`src/hdl/yuv420_block_to_rgb24_core_assert.svh`:
```
// Assertion macros shared by the conversion core.
`ifndef YUV420_BLOCK_TO_RGB24_CORE_ASSERT_SVH
`define YUV420_BLOCK_TO_RGB24_CORE_ASSERT_SVH

// Checks that the consequent holds in the cycle after the antecedent, outside reset.
`define Y420RGB_ASSERT_NEXT(lbl, ante, cons) \
  lbl: assert property (@(posedge clk) disable iff (rst) (ante) |=> (cons)) \
    else $error("y420rgb assertion failed");

// Same check, but also evaluated while reset is applied.
`define Y420RGB_ASSERT_NEXT_ALWAYS(lbl, ante, cons) \
  lbl: assert property (@(posedge clk) (ante) |=> (cons)) \
    else $error("y420rgb assertion failed");

`endif

```
`src/hdl/y420rgb_pkg.sv`:
```
package y420rgb_pkg;

  localparam int LumaGain   = 76309;
  localparam int HalfGain   = LumaGain / 2;
  localparam int RoundHalf  = 32768;
  localparam int LumaBlack  = 16;
  localparam int ChromaZero = 128;
  localparam int ChannelMax = 255;

  // floor(m / LumaGain) == (m * RecipGain) >> RecipShift for every m below 2**25.
  localparam int RecipShift = 42;
  localparam logic [25:0] RecipGain =
    26'(((64'd1 << RecipShift) + 64'(LumaGain) - 64'd1) / 64'(LumaGain));

  localparam logic [2:0] CoefSetReset = 3'd6;

  typedef struct packed {
    logic [17:0] crv;
    logic [17:0] cbu;
    logic [17:0] cgu;
    logic [17:0] cgv;
  } coef_row_t;

  localparam coef_row_t CoefTable [8] = '{
    '{crv: 18'd117504, cbu: 18'd138453, cgu: 18'd13954, cgv: 18'd34903},
    '{crv: 18'd117504, cbu: 18'd138453, cgu: 18'd13954, cgv: 18'd34903},
    '{crv: 18'd104597, cbu: 18'd132201, cgu: 18'd25675, cgv: 18'd53279},
    '{crv: 18'd104597, cbu: 18'd132201, cgu: 18'd25675, cgv: 18'd53279},
    '{crv: 18'd104448, cbu: 18'd132798, cgu: 18'd24759, cgv: 18'd53109},
    '{crv: 18'd104597, cbu: 18'd132201, cgu: 18'd25675, cgv: 18'd53279},
    '{crv: 18'd104597, cbu: 18'd132201, cgu: 18'd25675, cgv: 18'd53279},
    '{crv: 18'd117579, cbu: 18'd136230, cgu: 18'd16907, cgv: 18'd35559}
  };

  typedef struct packed {
    logic s1;
    logic s2;
  } stage_en_t;

  typedef struct packed {
    logic signed [9:0] r;
    logic signed [9:0] g;
    logic signed [9:0] b;
  } offsets_t;

endpackage

```
`src/hdl/y420rgb_lane.sv`:
```
module y420rgb_lane (
  input  logic                  clk,
  input  logic                  en,
  input  logic [7:0]            luma,
  input  y420rgb_pkg::offsets_t off,
  output logic [7:0]            red,
  output logic [7:0]            green,
  output logic [7:0]            blue
);
  import y420rgb_pkg::*;

  function automatic logic [7:0] convert(logic [7:0] y, logic signed [9:0] o);
    logic signed [10:0] t;
    logic signed [27:0] v;
    begin
      t = $signed({3'b000, y}) + 11'(o) - 11'(LumaBlack);
      v = 28'(t) * 28'(LumaGain) + 28'(RoundHalf);
      if (v[27]) begin
        convert = 8'd0;
      end else if (v[27:16] > 12'(ChannelMax)) begin
        convert = 8'(ChannelMax);
      end else begin
        convert = v[23:16];
      end
    end
  endfunction

  always_ff @(posedge clk) begin
    if (en) begin
      red   <= convert(luma, off.r);
      green <= convert(luma, off.g);
      blue  <= convert(luma, off.b);
    end
  end

endmodule

```
`config.mk`:
```
export PLATFORM = sky130hd
export DESIGN_NAME = y420rgb_lane
export DESIGN_NICKNAME = d
export VERILOG_FILES = /design/src/hdl/yuv420_block_to_rgb24_core_assert.svh /design/src/hdl/y420rgb_pkg.sv /design/src/hdl/y420rgb_lane.sv
export SDC_FILE = /design/constraint.sdc
export NUM_CORES = 1
export LEC_CHECK = 0
export BUFFER_PORTS_ARGS = -buffer_cell sky130_fd_sc_hd__buf_2
export CAP_MARGIN = 15
export CORE_UTILIZATION = 30
export CTS_CLUSTER_DIAMETER = 60
export CTS_CLUSTER_SIZE = 14
export DETAILED_ROUTE_END_ITERATION = 16
export SYNTH_ARGS = -nofsm -noshare
export SYNTH_HDL_FRONTEND = slang
export SYNTH_SLANG_ARGS = --single-unit
```
`constraint.sdc`:
```
create_clock -name clk -period 7.05 [get_ports clk]
set_input_delay 0 -clock clk [delete_from_list [all_inputs] [get_ports clk]]
set_output_delay 0 -clock clk [all_outputs]
set_load 0.005 [all_outputs]
```
# After elaboration in Yosys (flattened, before gate mapping)
# Index checks and enable logic that the tools add are counted.
# word_totals
register_bits	24
in_bits	40
output_inout_bits	24
elab_cells	21
# op_classes
addsub	9
mul	3
magnitude_cmp	3
muxes	3
# op_table
cell	count
adder 28 x 17 -> 28 bit (second input constant)	3
multiplier 11 x 18 -> 28 bit (second input constant)	3
greater-than comparator 12 x 8 -> 1 bit (second input constant)	3
adder 9 x 10 -> 11 bit	3
subtractor 11 x 6 -> 11 bit (second input constant)	3
two-way mux 8 bit	3

# Depth between registers and ports, before layout
# logic_depth
word_depth	6
depth_mapped	28
depth_no_buf	28

# Worst setup path before layout
# OpenSTA, ideal clock, no wires.
# synth_timing
path_kind	input to register
from	input luma[1]
to	register blue[0], data pin
setup_time_ps	254
t_arrival_ps	6231
required_ps	6796
setup_slack_ps	565
path_stages	27
path_buffers	0
cell_sequence	ha_1 ha_1 inv_1 fa_1 nor2b_1 o21ai_0 a21boi_0 o21ai_0 nand2b_1 a21o_1 a21oi_1 xnor2_1 ha_1 ha_1 inv_1 fa_1 inv_1 fa_1 fa_1 ha_1 a211o_1 a211o_1 a2111oi_4 nor3_2 or3_1 o311a_4 o21a_1
# synth_between
elab_chain_len	6
# synth_lines
element	line	text
start: declaration	y420rgb_lane.sv:4	input logic [7:0] luma,
adder 9 x 10 -> 11 bit *	y420rgb_lane.sv:16	t = $signed({3'b000, y}) + 11'(o) - 11'(LumaBlack);
subtractor 11 x 6 -> 11 bit *	y420rgb_lane.sv:16	
multiplier 11 x 18 -> 28 bit *	y420rgb_lane.sv:17	v = 28'(t) * 28'(LumaGain) + 28'(RoundHalf);
adder 28 x 17 -> 28 bit *	y420rgb_lane.sv:17	
greater-than comparator 12 x 8 -> 1 bit	y420rgb_lane.sv:20	end else if (v[27:16] > 12'(ChannelMax)) begin
two-way mux 8 bit	y420rgb_lane.sv:20	
end signal: assignment	y420rgb_lane.sv:32	blue <= convert(luma, off.b);
end: declaration	y420rgb_lane.sv:8	output logic [7:0] blue
# Mark *: on every way between the ends. The rest lies on a longest branch, timed or not.
# A chain may end at the register's enable or synchronous reset.

# Worst setup path after layout
# layout_timing
from	input luma[1]
to	register blue[6], data pin
# Same word-level chain as after synthesis.

==> impl_metrics.env <==
export IMPL_vias_per_cell=4.65
export IMPL_grt_max_degree=25
export IMPL_endpoint_kind="flop"
export IMPL_initial_utilization_pct=30.5
export IMPL_synth_nets=1419
export IMPL_cts_htree_levels=1
export IMPL_hpwlAfterDp_um=18600
export IMPL_register_area_um2=721
export IMPL_cp_max_fo=8
export IMPL_crit_type="in -> reg"
export IMPL_start_kind="primary input"
export IMPL_min_period_ps=6590
export IMPL_fp_dieH_um=179
export IMPL_yosysTopAreaCell="ha_1"
export IMPL_setup_violations=0
export IMPL_status="finished, final reports clean"
export IMPL_hold_viol=0
export IMPL_track_usage_pct=13.5
export IMPL_routed_via_count=6861
export IMPL_yosysWarnings=0
export IMPL_final_core_utilization_pct=34.1
export IMPL_instances_no_fill=1477
export IMPL_hold_buffers=0
export IMPL_overflow=0
export IMPL_first_global_vias=7073
export IMPL_layout_nets=1506
export IMPL_syn_area_per_cell_um2=9.43
export IMPL_antenna_found_initial=3
export IMPL_area_delta_synth_final_pct=11.7
export IMPL_drt_iter0_drc=203
export IMPL_pre_cts_ws_ps=-24.5
export IMPL_path_clk_slew_ps=80
export IMPL_cts_sinks=24
export IMPL_gp_congestion=0.856
export IMPL_tritoncts="done"
export IMPL_drt_pass1_iter_count=5
export IMPL_dp_cells=1470
export IMPL_rsz0062_at_grt="false"
export IMPL_die_w_um=179
export IMPL_clockRootBuffer="clkbuf_16"
export IMPL_critPathRequiredTime_ps=7090
export IMPL_ys_async_sr_fraction_pct=0
export IMPL_cap_viol_max_count=0
export IMPL_synth_ff_latch_count=24
export IMPL_core_um2=30700
export IMPL_drcViolationCount=0
export IMPL_wl_per_cell_um=13.8
export IMPL_ys_seq_area_share_pct=7.70
export IMPL_timing_fmax_mhz=152
export IMPL_finalMaxSlewViolations=0
export IMPL_grt_first_pass_wirelength_um=33900
export IMPL_cts_buffers=3
export IMPL_hp_class="in -> reg"
export IMPL_critical_path_arrival_ps=6630
export IMPL_rows=64
export IMPL_synth_edf_count=24
export IMPL_drive_gt1_share_pct=9.83
export IMPL_syn_inst=992
export IMPL_wirelength_um=20400
export IMPL_relSlewSlack_pct=53.3
export IMPL_fin_ws_ps=457
export IMPL_ios=64
export IMPL_synth_ff_type="edfxtp_1"
export IMPL_fillCellCount=3172
export IMPL_multi_input_area_um2=7690
export IMPL_yosysTopAreaCellShare_pct=39.3
export IMPL_synthTopCellsByArea="ha_1 (39%), fa_1 (20%), inv_1 (10%), edfxtp_1 (7.7%), a21oi_1 (2.6%)"
export IMPL_antenna_left=0
export IMPL_worst_slew_pin_transition_ps=695
export IMPL_synth_cell_types=60
export IMPL_synth_area_um2=9350
export IMPL_hold_ws_ps=274
export IMPL_portBuffers=63
export IMPL_cts_buffer_depth=2
export IMPL_period_share_pct=93.5
export IMPL_die_area_um2=31900
logic make-up after synthesis:
logic type | after synthesis | synth area share [%]
adder cells (fa/ha/maj) | 387 | 59.2
XOR/XNOR | 47 | 4.40
AND/OR/NAND/NOR | 103 | 5.54
AO/OA/AOI/OAI | 171 | 12.5
flip-flops | 24 | 7.70
multiplexers | 2 | 0.227
buffers and inverters | 258 | 10.4
Yosys cell counts (all sizes together) (5+ instances only):
| master | instances |
|---|---|
| o211ai | 8 |
| a21oi | 48 |
| nand2 | 30 |
| nand3 | 9 |
| xnor2 | 20 |
| ha | 294 |
| a31oi | 9 |
| edfxtp | 24 |
| a21o | 25 |
| xor2 | 27 |
| nor3 | 9 |
| inv | 258 |
| o21a | 22 |
| nand2b | 5 |
| nor2 | 24 |
| a211oi | 6 |
| o21ai | 22 |
| fa | 93 |
| nand4 | 6 |
critical path, cell delays in order:
cell and delay [ps]:
buf_2 170, ha_1 310, ha_1 220, inv_1 70, fa_1 190, nor2b_1 50, o21ai_0 190, a21boi_1 110
o21ai_0 160, nand2b_1 100, a21o_1 180, a21oi_1 160, xnor2_1 170, ha_1 320, ha_1 300, inv_1 80
fa_1 540, inv_1 50, fa_1 460, fa_1 480, ha_1 320, a211o_1 270, a211o_1 330, a2111oi_4 420
nor2_1 160, a2111oi_2 380, o22ai_2 210, o21a_1 230
per-stage QoR:
| stage | TNS, ps | instance area [µm²] |
|---|---|---|
| floorplan | 0 | 9350 |
| global placement | 0 | 10300 |
| detailed placement | -159 | 10300 |
| CTS | 0 | 10400 |
| global route | 0 | 10400 |
| finish | 0 | 10400 |
layout make-up:
cell class,count,area share (%)
Multi-Input combinational cell,710,73.6
Inverter,258,9.27
Sequential cell,24,6.90
Tap cell,396,4.74
Timing Repair Buffer,82,4.38
Clock buffer,3,0.719
Clock inverter,1,0.288
Antenna cell,3,0.0719
flip-flops by register name, summed over array words and instances (netlist names):
| name | flops |
|---|---|
| red | 8 |
| blue | 8 |
| green | 8 |
worst paths after layout:
path                     from  slack, ps                    end  cells past startpoint
worst max-delay path  luma[1]        460  blue[6]$_SDFFCE_PP0P_                     28
worst min-delay path       en        270  blue[2]$_SDFFCE_PP0P_                      1
layer usage:
metal / global-route usage [%] / part of all wire [%] / vias to the layer above
met4: 1.84 / 0.87 / 0
met3: 2.39 / 3.9 / 12
li1: - / - / 3519
met1: 17.3 / 46 / 3249
met2: 24.1 / 49 / 81
met5: 0 / 0 / -
placed cells by master (no fill, tap or decap), types with 3 or more instances in the layout:
master,synthesis,layout
ha_1,294,294
inv_1,258,258
fa_1,93,93
buf_2,0,63
a21oi_1,48,47
nand2_1,30,30
xor2_1,27,26
a21o_1,25,25
nor2_1,24,24
edfxtp_1,24,24
o21a_1,22,22
xnor2_1,20,20
o21ai_0,19,19
buf_4,0,19
nand3_1,9,9
a31oi_1,9,9
o211ai_1,8,8
nor3_1,8,8
nand4_1,6,6
a211oi_1,6,5
nand2b_1,4,4
diode_2,0,3
a31o_2,3,3
nor2b_1,3,3
o21bai_1,3,3
o21ai_1,3,3
and3_1,3,3
clkbuf_16,0,3
repair_timing:
item	in CTS	in global routing
endpoints found under the setup margin	0	16
setup buffers	0	0
resized for setup	0	6
Power is not shown: default switching activity piles up to over one toggle a cycle in this logic, so the estimate is an artifact.
