`config.mk`:
```
export PLATFORM = sky130hd
export DESIGN_NAME = y420rgb_offset
export DESIGN_NICKNAME = d
export VERILOG_FILES = /design/src/hdl/yuv420_block_to_rgb24_core_assert.svh /design/src/hdl/y420rgb_pkg.sv /design/src/hdl/y420rgb_offset.sv
export SDC_FILE = /design/constraint.sdc
export NUM_CORES = 1
export LEC_CHECK = 0
export ABC_AREA = 1
export BUFFER_PORTS_ARGS = -buffer_cell sky130_fd_sc_hd__buf_4
export CORE_ASPECT_RATIO = 1.25
export CORE_UTILIZATION = 46
export CTS_CLUSTER_SIZE = 8
export DETAILED_ROUTE_END_ITERATION = 10
export PLACE_DENSITY_LB_ADDON = 0.1
export SKIP_CTS_REPAIR_TIMING = 1
export SLEW_MARGIN = 40
export SYNTH_ARGS = -nofsm -noshare
export SYNTH_HDL_FRONTEND = slang
export SYNTH_SLANG_ARGS = --single-unit
export TNS_END_PERCENT = 20
```
`constraint.sdc`:
```
create_clock -name clk -period 9.8 [get_ports clk]
set_clock_uncertainty 0.05 [all_clocks]
set_input_delay 0.98 -clock clk [delete_from_list [all_inputs] [get_ports clk]]
set_output_delay 0.98 -clock clk [all_outputs]
set_load 0.02 [all_outputs]
```
`src/hdl/yuv420_block_to_rgb24_core_assert.svh`:
```
// Assertion macros shared by the conversion core.
`ifndef YUV420_BLOCK_TO_RGB24_CORE_ASSERT_SVH
`define YUV420_BLOCK_TO_RGB24_CORE_ASSERT_SVH

// Checks that the consequent holds in the cycle after the antecedent, outside reset.
`define Y420RGB_ASSERT_NEXT(lbl, ante, cons) \
  lbl: assert property (@(posedge clk) disable iff (rst) (ante) |=> (cons)) \
    else $error("y420rgb assertion failed");

// Same check, but also evaluated while reset is applied.
`define Y420RGB_ASSERT_NEXT_ALWAYS(lbl, ante, cons) \
  lbl: assert property (@(posedge clk) (ante) |=> (cons)) \
    else $error("y420rgb assertion failed");

`endif

```
`src/hdl/y420rgb_pkg.sv`:
```
package y420rgb_pkg;

  localparam int LumaGain   = 76309;
  localparam int HalfGain   = LumaGain / 2;
  localparam int RoundHalf  = 32768;
  localparam int LumaBlack  = 16;
  localparam int ChromaZero = 128;
  localparam int ChannelMax = 255;

  // floor(m / LumaGain) == (m * RecipGain) >> RecipShift for every m below 2**25.
  localparam int RecipShift = 42;
  localparam logic [25:0] RecipGain =
    26'(((64'd1 << RecipShift) + 64'(LumaGain) - 64'd1) / 64'(LumaGain));

  localparam logic [2:0] CoefSetReset = 3'd6;

  typedef struct packed {
    logic [17:0] crv;
    logic [17:0] cbu;
    logic [17:0] cgu;
    logic [17:0] cgv;
  } coef_row_t;

  localparam coef_row_t CoefTable [8] = '{
    '{crv: 18'd117504, cbu: 18'd138453, cgu: 18'd13954, cgv: 18'd34903},
    '{crv: 18'd117504, cbu: 18'd138453, cgu: 18'd13954, cgv: 18'd34903},
    '{crv: 18'd104597, cbu: 18'd132201, cgu: 18'd25675, cgv: 18'd53279},
    '{crv: 18'd104597, cbu: 18'd132201, cgu: 18'd25675, cgv: 18'd53279},
    '{crv: 18'd104448, cbu: 18'd132798, cgu: 18'd24759, cgv: 18'd53109},
    '{crv: 18'd104597, cbu: 18'd132201, cgu: 18'd25675, cgv: 18'd53279},
    '{crv: 18'd104597, cbu: 18'd132201, cgu: 18'd25675, cgv: 18'd53279},
    '{crv: 18'd117579, cbu: 18'd136230, cgu: 18'd16907, cgv: 18'd35559}
  };

  typedef struct packed {
    logic s1;
    logic s2;
  } stage_en_t;

  typedef struct packed {
    logic signed [9:0] r;
    logic signed [9:0] g;
    logic signed [9:0] b;
  } offsets_t;

endpackage

```
`src/hdl/y420rgb_offset.sv`:
```
module y420rgb_offset (
  input  logic                   clk,
  input  y420rgb_pkg::stage_en_t en,
  input  logic [17:0]            coef,
  input  logic [7:0]             chroma,
  input  logic                   invert,
  output logic signed [8:0]      offset
);
  import y420rgb_pkg::*;

  logic [7:0]  chroma_mag;
  logic        chroma_neg;
  logic [24:0] prod_full;
  logic [24:0] prod_mag;
  logic        prod_neg;
  logic [24:0] rounded;
  logic [50:0] scaled;
  logic [7:0]  quot;

  always_comb begin
    if (chroma[7]) begin
      chroma_mag = {1'b0, chroma[6:0]};
      chroma_neg = 1'b0;
    end else begin
      chroma_mag = 8'(ChromaZero) - chroma;
      chroma_neg = 1'b1;
    end
  end

  assign prod_full = 25'(coef) * 25'(chroma_mag);

  always_ff @(posedge clk) begin
    if (en.s1) begin
      prod_mag <= prod_full;
      prod_neg <= chroma_neg ^ invert;
    end
  end

  // Rounding is done on the magnitude, so halves round away from zero.
  assign rounded = prod_mag + 25'(HalfGain);
  assign scaled  = 51'(rounded) * 51'(RecipGain);
  assign quot    = scaled[RecipShift +: 8];

  always_ff @(posedge clk) begin
    if (en.s2) begin
      offset <= prod_neg ? -$signed({1'b0, quot}) : $signed({1'b0, quot});
    end
  end

endmodule

```
## Yosys cells after proc, flatten, opt, wreduce, memory -nomap -nowiden

Index checks and enable logic that the tools add are counted.

| word-level totals | value |
|---|---|
| flip-flop bits (word level) | 35 |
| input bits | 30 |
| output and inout bits | 9 |
| logic and storage cells | 13 |

| operators by class | value |
|---|---|
| add/sub/neg operators | 3 |
| multipliers | 2 |
| muxes and demuxes | 3 |
| bitwise logic cells | 1 |

Operators by type and width:

| cell | number |
|---|---|
| 25-bit by 26-bit multiplier with 50-bit output, second input constant | 1 |
| 25-bit by 16-bit adder with 25-bit output, second input constant | 1 |
| 18-bit by 8-bit multiplier with 25-bit output | 1 |
| 8-bit 2-to-1 mux | 2 |
| 8-bit negation with 9-bit output | 1 |
| 8-bit subtractor, first input constant | 1 |
| 1-bit 2-to-1 mux | 1 |
| 1-bit XOR | 1 |

## Logic depth before layout (Yosys ltp)

Gate-level depths: netlist (run 1).

| logic depth | value |
|---|---|
| depth after elaboration | 4 |
| depth in mapped cells | 49 |
| mapped depth without buffers | 49 |

## Worst setup path after synthesis (run 1)

OpenSTA, ideal clock, no wires.

| timing | value |
|---|---|
| path type | reg2reg |
| start | register prod_mag[2] |
| end | register offset[6], data pin |
| library setup time | 0.249 ns |
| arrival | 7.293 ns |
| data required time | 9.501 ns |
| slack | 2.208 ns |
| stages on the path, launching flop included | 46 |
| buffers on the path | 0 |
| period minus slack after synthesis | 7.592 ns |
| path through | edfxtp_1 -> ha_1 -> o21ai_2 -> nor2_1 -> nand2_1 -> nand2_1 -> nand2_1 -> nand2_1 -> nand2_1 -> nand2_2 -> nand2_2 -> nand2_2 -> nand4_1 -> xor2_1 -> inv_1 -> fa_1 -> inv_1 -> fa_1 -> [... 10 more ...] -> nand2_1 -> nor2_1 -> inv_1 -> nor2_2 -> nand3_1 -> nor2_1 -> nand3_1 -> nand3_1 -> nand2_1 -> nand2_1 -> ha_1 -> nand2_2 -> nor2_4 -> nand2_2 -> nand2_1 -> nand2_1 -> nand2_1 -> inv_1 |

| between the ends | value |
|---|---|
| longest elaborated chain between the ends | 4 |

Ends and longest elaborated chain:

| element | RTL line | RTL |
|---|---|---|
| start, declared | y420rgb_offset.sv:14 | `logic [24:0] prod_mag;` |
| start signal, assigned | y420rgb_offset.sv:34 | `prod_mag <= prod_full;` |
| 25-bit by 16-bit adder with 25-bit output * | y420rgb_offset.sv:40 | `assign rounded = prod_mag + 25'(HalfGain);` |
| 25-bit by 26-bit multiplier with 50-bit output * | y420rgb_offset.sv:41 | `assign scaled = 51'(rounded) * 51'(RecipGain);` |
| 8-bit negation with 9-bit output | y420rgb_offset.sv:46 | `offset <= prod_neg ? -$signed({1'b0, quot}) : $signed({1'b0, quot});` |
| 8-bit 2-to-1 mux * | y420rgb_offset.sv:46 |  |
| end signal, assigned | y420rgb_offset.sv:46 |  |
| end, declared | y420rgb_offset.sv:7 | `output logic signed [8:0] offset` |

Mark *: on every way between the ends. The rest lies on a longest branch, timed or not.
A chain may end at the register's enable or synchronous reset.

## Worst setup path in the final report (run 1)

| timing | value |
|---|---|
| start | register prod_mag[1] |
| end | register offset[6], data pin |

Same word-level chain as after synthesis.

==> load_flow_metrics.sql, run 1 <==
INSERT INTO impl_metrics (metric_group, metric, value, unit) VALUES
('status', 'outcome', 'completed', ''),
('critical_path', 'critical_path.startpoint_type', 'flip-flop', ''),
('grt', 'grtUsageTotal', '27.05', '%'),
('grt', 'top_usage_layer', 'met2', ''),
('critical_path', 'rr_startpoint', 'prod_mag[1]$_DFFE_PP_', ''),
('synthesis', 'synth.avg_cell_area', '8.362', 'um^2'),
('clocking', 'cts_tree', 'done', ''),
('grt', 'use_met2', '52.12', '%'),
('detailed_routing', 'drt-initial-drc-count', '625', ''),
('clocking', 'clockRootBuffer', 'sky130_fd_sc_hd__clkbuf_16', ''),
('floorplan', 'top_level_ports', '39', ''),
('place', 'detailed_place.area', '0.02012', 'mm^2'),
('timing', 'final_max_slew_viol_count', '0', ''),
('synthesis', 'number_of_distinct_standard_cells_referenced_by_the_synthesized_netlist', '46', ''),
('timing', 'setup_repair_after_global_routing_missed_its_margin', 'false', ''),
('synthesis', 'seq_area_frac_synth', '5.488', '%'),
('grt', 'antenna_found_initial', '0', ''),
('synthesis', 'post_synth_arst_share', '0', '%'),
('synthesis', 'yosysWarningCount', '0', ''),
('cells_and_area', 'drive_gt1_share', '5.363', '%'),
('timing', 'final_period_minus_worst_setup_slack', '8.483', 'ns'),
('grt', 'grtUsageMet3', '1.124', '%'),
('job', 'maxCapViolations', '0', ''),
('detailed_routing', 'drt_first_pass_iters', '5', ''),
('grt', 'first_pass_grt_wire_length', '85170', 'um'),
('synthesis', 'yosys_most_used_dff', 'sky130_fd_sc_hd__edfxtp_1', ''),
('cells_and_area', 'num_antenna_cells', '0', ''),
('place', 'place_hpwl', '49670', 'um'),
('timing', 'hold_viol', '0', ''),
('synthesis', 'ffs_latches_synth', '35', ''),
('detailed_routing', 'drc', '0', ''),
('timing', 'max_freq', '0.1179', 'GHz'),
('clocking', 'numCtsBuffers', '5', ''),
('critical_path', 'cp_slowest_stage_delay', '0.72', 'ns'),
('cells_and_area', 'area.growth.synth_to_final', '5.959', '%'),
('synthesis', 'synth_fp_nets', '2979', ''),
('floorplan', 'die_height', '230.1', 'um'),
('cells_and_area', 'most_common_cell_after_layout_fill_and_taps_aside', 'sky130_fd_sc_hd__inv_1', ''),
('floorplan', 'core_area', '0.04102', 'mm^2'),
('clocking', 'tritoncts_num_sinks', '35', ''),
('cells_and_area', 'final-instance-count-excl-fill', '2883', ''),
('synthesis', 'netlist_area_before_placement', '0.01915', 'mm^2'),
('clocking', 'clock_insertion_delay_worst_skew', '0.29', 'ns'),
('critical_path', 'crit_type', 'reg -> reg', ''),
('floorplan', 'rows', '83', ''),
('min_path', 'hold_start', 'prod_neg$_DFFE_PP_', ''),
('critical_path', 'cp_common_cell', 'sky130_fd_sc_hd__nand2_1', ''),
('grt', 'grt_use_met1', '31.35', '%'),
('critical_path', 'crit_arrival', '8.49', 'ns'),
('place', 'place.detailed.instances', '2875', ''),
('timing', 'final.period_utilization', '86.56', '%'),
('grt', 'grt_start_max_net_pins', '27', ''),
('critical_path', 'timing.critical_path.from', 'prod_mag[1]$_DFFE_PP_', ''),
('grt', 'grt_overflow', '0', ''),
('critical_path', 'cp_max_stage_cell', 'sky130_fd_sc_hd__fa_1', ''),
('critical_path', 'timing.critical_path.fanout_max', '8', ''),
('place', 'port_buffers', '38', ''),
('cells_and_area', 'stdcell_area', '0.02029', 'mm^2'),
('timing', 'worstMarginPinSlew', '0.7856', 'ns'),
('place', 'globalplace.congestion', '0.9837', ''),
('timing', 'setup_tns', '0', 'ns'),
('floorplan', 'fp.dieArea', '0.04245', 'mm^2'),
('cells_and_area', 'nets', '3019', ''),
('clocking', 'clockBufferDepth', '2', ''),
('synthesis', 'synthCells', '2290', ''),
('critical_path', 'crit_buf_inv', '7', ''),
('timing', 'timing.slew.headroom', '47.45', '%'),
('detailed_routing', 'drtAntennaViolNets', '0', ''),
('detailed_routing', 'detailroute.via_count', '14000', ''),
('detailed_routing', 'wire_per_inst', '18.41', 'um'),
('detailed_routing', 'route.detailed.vias_per_inst', '4.856', '');
worst paths after layout:
| check | end | slack, ns | cells after the start |
|---|---|---|---|
| worst max-delay path | offset[6]$_DFFE_PP_ | 1.32 | 45 |
| worst min-delay path | offset[1]$_DFFE_PP_ | 0.74 | 2 |
| worst max register to register | offset[6]$_DFFE_PP_ | 1.32 | 45 |
| worst min register to register | offset[1]$_DFFE_PP_ | 0.74 | 2 |
cells by family (layout without fill, tap and decap cells):
group           Yosys count  count (layout)  share of synthesized area, %
simple gates            687             687                         15.38
compound gates          113             113                         3.483
buf+inv                 743             784                         14.60
flops                    35              35                         5.488
fa+ha+maj               659             659                         58.58
xor+xnor                 53              53                         2.463
through the flow:
stage	setup slack, ns	hold slack [ns]	util (%)
after floorplan	2.208	0.5949	-
after global placement	1.372	0.7483	49.03
after detailed placement	1.280	0.7433	49.05
after CTS	1.274	0.7549	49.46
after global routing	0.5659	0.8039	49.46
final	1.317	0.7371	49.46
state kept, by name, summed over array words and instances (netlist names):
| register | count |
|---|---|
| offset | 9 |
| prod_mag | 25 |
| prod_neg | 1 |
cell usage after synthesis, types with 4 or more instances:
library cell	instances	area (um^2)
sky130_fd_sc_hd__inv_1	719	2699
sky130_fd_sc_hd__clkbuf_1	9	33.78
sky130_fd_sc_hd__a21o_1	6	45.04
sky130_fd_sc_hd__a31oi_1	4	25.02
sky130_fd_sc_hd__nand3_2	4	40.04
sky130_fd_sc_hd__fa_1	396	7928
sky130_fd_sc_hd__ha_1	263	3291
sky130_fd_sc_hd__nor2_2	10	62.56
sky130_fd_sc_hd__nand3_1	37	185.2
sky130_fd_sc_hd__a21oi_1	56	280.3
sky130_fd_sc_hd__nor3_1	11	55.05
sky130_fd_sc_hd__xor2_1	31	271.5
sky130_fd_sc_hd__o21bai_1	12	90.09
sky130_fd_sc_hd__edfxtp_1	35	1051
sky130_fd_sc_hd__inv_2	13	48.80
sky130_fd_sc_hd__nor2_4	7	78.83
sky130_fd_sc_hd__nand2_1	405	1520
sky130_fd_sc_hd__xnor2_1	21	183.9
sky130_fd_sc_hd__nor2_1	154	578.1
sky130_fd_sc_hd__nand2_2	19	118.9
sky130_fd_sc_hd__or2_2	8	50.05
sky130_fd_sc_hd__o21ai_0	18	90.09
sky130_fd_sc_hd__o21ai_1	5	25.02
sky130_fd_sc_hd__nand4_1	17	106.4
worst register-to-register path: cells and delay by family, from the launching register on:
| family | cells | cell delay (ns) |
|---|---|---|
| AOI/OAI and AO/OA | 2 | 0.46 |
| adders and majority gates | 10 | 4.41 |
| buffers and inverters | 7 | 0.55 |
| DFF | 1 | 0.54 |
| and+or+nand+nor | 26 | 2.24 |
layer usage:
| metal | wire length (um) | part of all wire (%) | vias to the layer above |
|---|---|---|---|
| li1 | - | - | 6743 |
| met5 | 0 | 0 | - |
| met2 | 28960 | 55 | 216 |
| met3 | 1043 | 2.0 | 86 |
| met1 | 21110 | 40 | 6955 |
| met4 | 1946 | 3.7 | 0 |
layout make-up:
class | count | area [um^2]
timing repair buffer | 44 | 330.3
multi-input combinational | 1512 | 15300
tap | 552 | 690.7
inverter | 732 | 2748
clock buffer | 5 | 125.1
fill | 4066 | 20730
sequential | 35 | 1051
clock inverter | 3 | 43.79
Power of run 1 is not shown: default switching activity piles up to over one toggle a cycle in this logic, so the estimate is an artifact.
==> inputs of run 2 (changes only) <==
Settings changed: PLACE_DENSITY_LB_ADDON 0.1 to not set.
==> load_flow_metrics.sql, run 2 (same netlist as run 1, synthesis figures left out) <==
INSERT INTO impl_metrics (metric_group, metric, value, unit) VALUES
('min_path', 'hold_start', 'prod_neg$_DFFE_PP_', ''),
('place', 'place_hpwl', '51910', 'um'),
('critical_path', 'critical_path.startpoint_type', 'flip-flop', ''),
('detailed_routing', 'drc', '0', ''),
('grt', 'antenna_found_initial', '0', ''),
('grt', 'first_pass_grt_wire_length', '88480', 'um'),
('detailed_routing', 'drt-initial-drc-count', '578', ''),
('place', 'detailed_place.area', '0.02011', 'mm^2'),
('detailed_routing', 'routed_wirelength', '55670', 'um'),
('timing', 'setup_tns', '0', 'ns'),
('grt', 'grt_pass1_vias', '15990', ''),
('clocking', 'tritoncts_num_sinks', '35', ''),
('timing', 'final_max_slew_viol_count', '0', ''),
('min_path', 'hold_path_depth', '2', ''),
('place', 'globalplace.congestion', '0.9978', ''),
('critical_path', 'cp_slowest_stage_delay', '0.81', 'ns'),
('detailed_routing', 'detailroute.via_count', '14080', ''),
('critical_path', 'crit_type', 'reg -> reg', ''),
('critical_path', 'timing.reg2reg.setup_slack', '1.08', 'ns'),
('min_path', 'min_delay_endpoint', 'offset[1]$_DFFE_PP_', ''),
('floorplan', 'fp.dieArea', '0.04245', 'mm^2'),
('critical_path', 'worstPathRequired', '9.80', 'ns'),
('cells_and_area', 'num_antenna_cells', '0', ''),
('cells_and_area', 'stdcell_area', '0.02029', 'mm^2'),
('timing', 'final_period_minus_worst_setup_slack', '8.721', 'ns'),
('clocking', 'cts_tree', 'done', ''),
('floorplan', 'die_height', '230.1', 'um'),
('clocking', 'cts_clock_pin_slew_for_the_worst_setup_and_hold_paths', '0.06', 'ns'),
('floorplan', 'core_area', '0.04102', 'mm^2'),
('floorplan', 'rows', '83', ''),
('detailed_routing', 'drtAntennaViolNets', '0', ''),
('place', 'place.detailed.instances', '2874', ''),
('cells_and_area', 'nets', '3018', ''),
('floorplan', 'top_level_ports', '39', ''),
('floorplan', 'die_w', '184.5', 'um'),
('timing', 'timing.slew.headroom', '41.70', '%'),
('timing', 'report.final.setup_viol', '0', ''),
('cells_and_area', 'drive_gt1_share', '5.322', '%'),
('detailed_routing', 'drt_first_pass_iters', '5', ''),
('critical_path', 'worst_setup_path_end_kind', 'flip-flop', ''),
('clocking', 'clock_insertion_delay_worst_skew', '0.29', 'ns'),
('min_path', 'hold_path.class', 'reg -> reg', ''),
('detailed_routing', 'route.detailed.vias_per_inst', '4.884', ''),
('timing', 'setup_repair_after_global_routing_missed_its_margin', 'false', ''),
('cells_and_area', 'area.growth.synth_to_final', '5.933', '%'),
('cells_and_area', 'largest_registers', 'prod_mag x25, offset x9, prod_neg x1', ''),
('timing', 'whs', '0.7372', 'ns'),
('grt', 'grtUsageTotal', '28.33', '%'),
('timing', 'hold_viol', '0', ''),
('critical_path', 'r2r_cells', '41', ''),
('floorplan', 'initial_core_util', '46.68', '%'),
('job', 'maxCapViolations', '0', ''),
('critical_path', 'r2r_end', 'offset[6]$_DFFE_PP_', ''),
('critical_path', 'cp_max_stage_cell', 'sky130_fd_sc_hd__fa_1', ''),
('place', 'port_buffers', '38', ''),
('timing', 'worstMarginPinSlew', '0.8716', 'ns'),
('critical_path', 'crit_arrival', '8.72', 'ns'),
('clocking', 'cts_max_level', '2', ''),
('status', 'outcome', 'completed', ''),
('cells_and_area', 'largest_register_ff_count', '25', ''),
('cells_and_area', 'most_common_cell_after_layout_fill_and_taps_aside', 'sky130_fd_sc_hd__inv_1', ''),
('critical_path', 'timing.critical_path.fanout_max', '8', ''),
('critical_path', 'cp_common_cell', 'sky130_fd_sc_hd__nand2_1', ''),
('cells_and_area', 'max_flop_register', 'prod_mag', ''),
('clocking', 'clockBufferDepth', '2', ''),
('critical_path', 'rr_startpoint', 'prod_mag[1]$_DFFE_PP_', ''),
('timing', 'final.period_utilization', '88.98', '%'),
('clocking', 'numCtsBuffers', '5', ''),
('cells_and_area', 'final-instance-count-excl-fill', '2882', ''),
('cells_and_area', 'top_library_cells_by_usage_in_the_layout_fill_and_taps_aside', '719 x sky130_fd_sc_hd__inv_1, 405 x sky130_fd_sc_hd__nand2_1, 396 x sky130_fd_sc_hd__fa_1, 263 x sky130_fd_sc_hd__ha_1, 154 x sky130_fd_sc_hd__nor2_1', ''),
('grt', 'grt_start_max_net_pins', '27', ''),
('detailed_routing', 'wire_per_inst', '19.32', 'um'),
('grt', 'grt_overflow', '0', ''),
('timing', 'max_freq', '0.1147', 'GHz'),
('clocking', 'clockRootBuffer', 'sky130_fd_sc_hd__clkbuf_16', '');
run 2: final cells by class:
| class | count | area (um^2) |
|---|---|---|
| fill | 4064 | 20730 |
| multi-input combinational | 1512 | 15310 |
| inverter | 732 | 2748 |
| sequential | 35 | 1051 |
| tap | 552 | 690.7 |
| timing repair buffer | 43 | 322.8 |
| clock buffer | 5 | 125.1 |
| clock inverter | 3 | 38.79 |
run 2: critical path: cells and delay by family, from the launching register on:
kind	cells	cell delay, ns
AOI/OAI and AO/OA	1	0.19
xor gates and xnor gates	1	0.35
adders and majority gates	10	4.84
buffers and inverters	7	0.72
DFF	1	0.53
and+or+nand+nor	22	1.79
run 2: worst max-delay path by stage:
stage / start / endpoint / slack (ns)
3_3_place_gp: prod_mag[1]$_DFFE_PP_ / offset[6]$_DFFE_PP_ / 1.05
4_1_cts: prod_mag[1]$_DFFE_PP_ / offset[6]$_DFFE_PP_ / 1.06
5_1_grt: prod_mag[1]$_DFFE_PP_ / offset[6]$_DFFE_PP_ / 0.45
6_report: prod_mag[1]$_DFFE_PP_ / offset[6]$_DFFE_PP_ / 1.08
3_5_place_dp: prod_mag[1]$_DFFE_PP_ / offset[6]$_DFFE_PP_ / 1.11
2_1_floorplan: prod_mag[2]$_DFFE_PP_ / offset[6]$_DFFE_PP_ / 2.21
run 2: metal layers:
layer | GRT usage, % | up-vias | routed length (um)
met3 | 0.8869 | 117 | 1124
met1 | 29.56 | 6928 | 19900
met2 | 55.02 | 297 | 30590
li1 | - | 6733 | -
met5 | 0 | - | 0
met4 | 17.71 | 0 | 4063
run 2: stage by stage:
step / utilization (%) / setup WS (ns)
after floorplan: - / 2.208
after global placement: 49.02 / 1.048
after detailed placement: 49.03 / 1.110
after CTS: 49.43 / 1.060
after global routing: 49.45 / 0.4512
final: 49.45 / 1.079
Power of run 2 is left out for the same reason.
==> inputs of run 3 (changes only) <==
Settings changed: CELL_PAD_IN_SITES_DETAIL_PLACEMENT set to 0, CELL_PAD_IN_SITES_GLOBAL_PLACEMENT set to 1, PLACE_DENSITY_LB_ADDON set to 0.1.
==> load_flow_metrics.sql, run 3 (same netlist as run 1, synthesis figures left out) <==
INSERT INTO impl_metrics (metric_group, metric, value, unit) VALUES
('grt', 'grt_overflow', '0', ''),
('detailed_routing', 'drc', '0', ''),
('grt', 'first_pass_grt_wire_length', '87350', 'um'),
('cells_and_area', 'largest_register_ff_count', '25', ''),
('floorplan', 'die_height', '230.1', 'um'),
('cells_and_area', 'num_antenna_cells', '0', ''),
('timing', 'setup_tns', '0', 'ns'),
('floorplan', 'initial_core_util', '46.68', '%'),
('min_path', 'hold_path.class', 'reg -> reg', ''),
('job', 'maxCapViolations', '0', ''),
('timing', 'final.period_utilization', '87.24', '%'),
('clocking', 'cts_max_level', '2', ''),
('timing', 'worstMarginPinSlew', '0.9423', 'ns'),
('critical_path', 'timing.critical_path.fanout_max', '8', ''),
('clocking', 'clock_insertion_delay_worst_skew', '0.28', 'ns'),
('place', 'globalplace.congestion', '0.9518', ''),
('clocking', 'clockRootBuffer', 'sky130_fd_sc_hd__clkbuf_16', ''),
('timing', 'report.final.setup_viol', '0', ''),
('detailed_routing', 'detailroute.via_count', '14020', ''),
('cells_and_area', 'drive_gt1_share', '5.277', '%'),
('critical_path', 'timing.reg2reg.setup_slack', '1.25', 'ns'),
('grt', 'grt_start_max_net_pins', '27', ''),
('clocking', 'cts_clock_pin_slew_for_the_worst_setup_and_hold_paths', '0.06', 'ns'),
('floorplan', 'die_w', '184.5', 'um'),
('detailed_routing', 'drt-initial-drc-count', '553', ''),
('place', 'place_hpwl', '51170', 'um'),
('cells_and_area', 'top_library_cells_by_usage_in_the_layout_fill_and_taps_aside', '719 x sky130_fd_sc_hd__inv_1, 405 x sky130_fd_sc_hd__nand2_1, 396 x sky130_fd_sc_hd__fa_1, 263 x sky130_fd_sc_hd__ha_1, 154 x sky130_fd_sc_hd__nor2_1', ''),
('critical_path', 'endpoint', 'offset[7]$_DFFE_PP_', ''),
('critical_path', 'cp_slowest_stage_delay', '0.58', 'ns'),
('clocking', 'tritoncts_num_sinks', '35', ''),
('timing', 'hold_viol', '0', ''),
('cells_and_area', 'largest_registers', 'prod_mag x25, offset x9, prod_neg x1', ''),
('critical_path', 'critical_path.startpoint_type', 'flip-flop', ''),
('place', 'port_buffers', '38', ''),
('grt', 'grt_pass1_vias', '15810', ''),
('timing', 'final_max_slew_viol_count', '0', ''),
('detailed_routing', 'route.detailed.vias_per_inst', '4.864', ''),
('critical_path', 'crit_type', 'reg -> reg', ''),
('critical_path', 'crit_arrival', '8.55', 'ns'),
('timing', 'timing.slew.headroom', '36.88', '%'),
('cells_and_area', 'final.fill_count', '4127', ''),
('floorplan', 'top_level_ports', '39', ''),
('critical_path', 'r2r_end', 'offset[7]$_DFFE_PP_', ''),
('status', 'outcome', 'completed', ''),
('detailed_routing', 'wire_per_inst', '18.94', 'um'),
('critical_path', 'worstPathRequired', '9.80', 'ns'),
('floorplan', 'core_area', '0.04102', 'mm^2'),
('floorplan', 'fp.dieArea', '0.04245', 'mm^2'),
('critical_path', 'rr_startpoint', 'prod_mag[1]$_DFFE_PP_', ''),
('detailed_routing', 'drt_first_pass_iters', '5', ''),
('detailed_routing', 'drtAntennaViolNets', '0', ''),
('cells_and_area', 'area.growth.synth_to_final', '5.808', '%'),
('grt', 'antenna_found_initial', '0', ''),
('cells_and_area', 'max_flop_register', 'prod_mag', ''),
('clocking', 'numCtsBuffers', '5', ''),
('critical_path', 'r2r_cells', '40', ''),
('critical_path', 'worst_setup_path_end_kind', 'flip-flop', ''),
('clocking', 'clockBufferDepth', '2', ''),
('timing', 'final_period_minus_worst_setup_slack', '8.549', 'ns'),
('timing', 'max_freq', '0.1170', 'GHz'),
('critical_path', 'timing.critical_path.from', 'prod_mag[1]$_DFFE_PP_', ''),
('floorplan', 'rows', '83', ''),
('critical_path', 'cp_max_stage_cell', 'sky130_fd_sc_hd__fa_1', ''),
('place', 'detailed_place.area', '0.02012', 'mm^2'),
('clocking', 'cts_tree', 'done', ''),
('cells_and_area', 'stdcell_area', '0.02026', 'mm^2'),
('cells_and_area', 'nets', '3019', ''),
('cells_and_area', 'most_common_cell_after_layout_fill_and_taps_aside', 'sky130_fd_sc_hd__inv_1', ''),
('grt', 'grtUsageTotal', '27.81', '%'),
('timing', 'setup_repair_after_global_routing_missed_its_margin', 'false', ''),
('detailed_routing', 'routed_wirelength', '54610', 'um');
==> run 3: cell count changes in the layout (fill, tap and decap cells not counted), sizes merged <==
cell      before  now
clkinvlp       0    1
buf           43   44
bufinv         1    0
==> run 3: cell type report <==
class / count / area, um^2 / area share [%]
clock inverter: 3 / 15.01 / 0.07410
sequential: 35 / 1051 / 5.187
clock buffer: 5 / 125.1 / 0.6175
multi-input combinational: 1512 / 15300 / 75.52
inverter: 732 / 2748 / 13.56
tap: 552 / 690.7 / 3.409
timing repair buffer: 44 / 330.3 / 1.630
==> run 3: critical path, delay by kind of cell, from the launching register on <==
kind                     cells  cell delay, ns
flip-flops                   1            0.55
adder cells (fa/ha/maj)      9            4.22
AO/OA/AOI/OAI                1            0.10
AND/OR/NAND/NOR             22            2.62
buffers and inverters        8            0.74
==> run 3: worst min path at each step <==
stage                  startpoint                   to  slack [ns]  cells after the start
2_1_floorplan  prod_neg$_DFFE_PP_  offset[1]$_DFFE_PP_        0.59                      2
3_3_place_gp   prod_neg$_DFFE_PP_  offset[6]$_DFFE_PP_        0.77                      4
3_5_place_dp   prod_neg$_DFFE_PP_  offset[1]$_DFFE_PP_        0.74                      2
4_1_cts        prod_neg$_DFFE_PP_  offset[6]$_DFFE_PP_        0.77                      4
5_1_grt        prod_neg$_DFFE_PP_  offset[6]$_DFFE_PP_        0.85                      3
6_report       prod_neg$_DFFE_PP_  offset[1]$_DFFE_PP_        0.75                      2
==> run 3: metrics by stage <==
step | utilization [%] | worst slack, ns | instances | hold slack, ns
global placement | 49.03 | 1.355 | 2874 | 0.7653
finish | 49.39 | 1.251 | 2883 | 0.7476
floorplan | - | 2.208 | 2290 | 0.5949
CTS | 49.39 | 1.232 | 2883 | 0.7678
global route | 49.39 | 0.6213 | 2883 | 0.8463
detailed placement | 49.05 | 1.254 | 2875 | 0.7352
==> run 3: layer usage <==
metal  global-route usage, %  part of all wire (%)  vias up
met1                   32.08                    39     6947
met5                       0                     0        -
li1                        -                     -     6745
met3                  0.9344                   2.0       97
met2                   52.13                    54      234
met4                   13.65                   5.5        0
Power of run 3 is left out for the same reason.
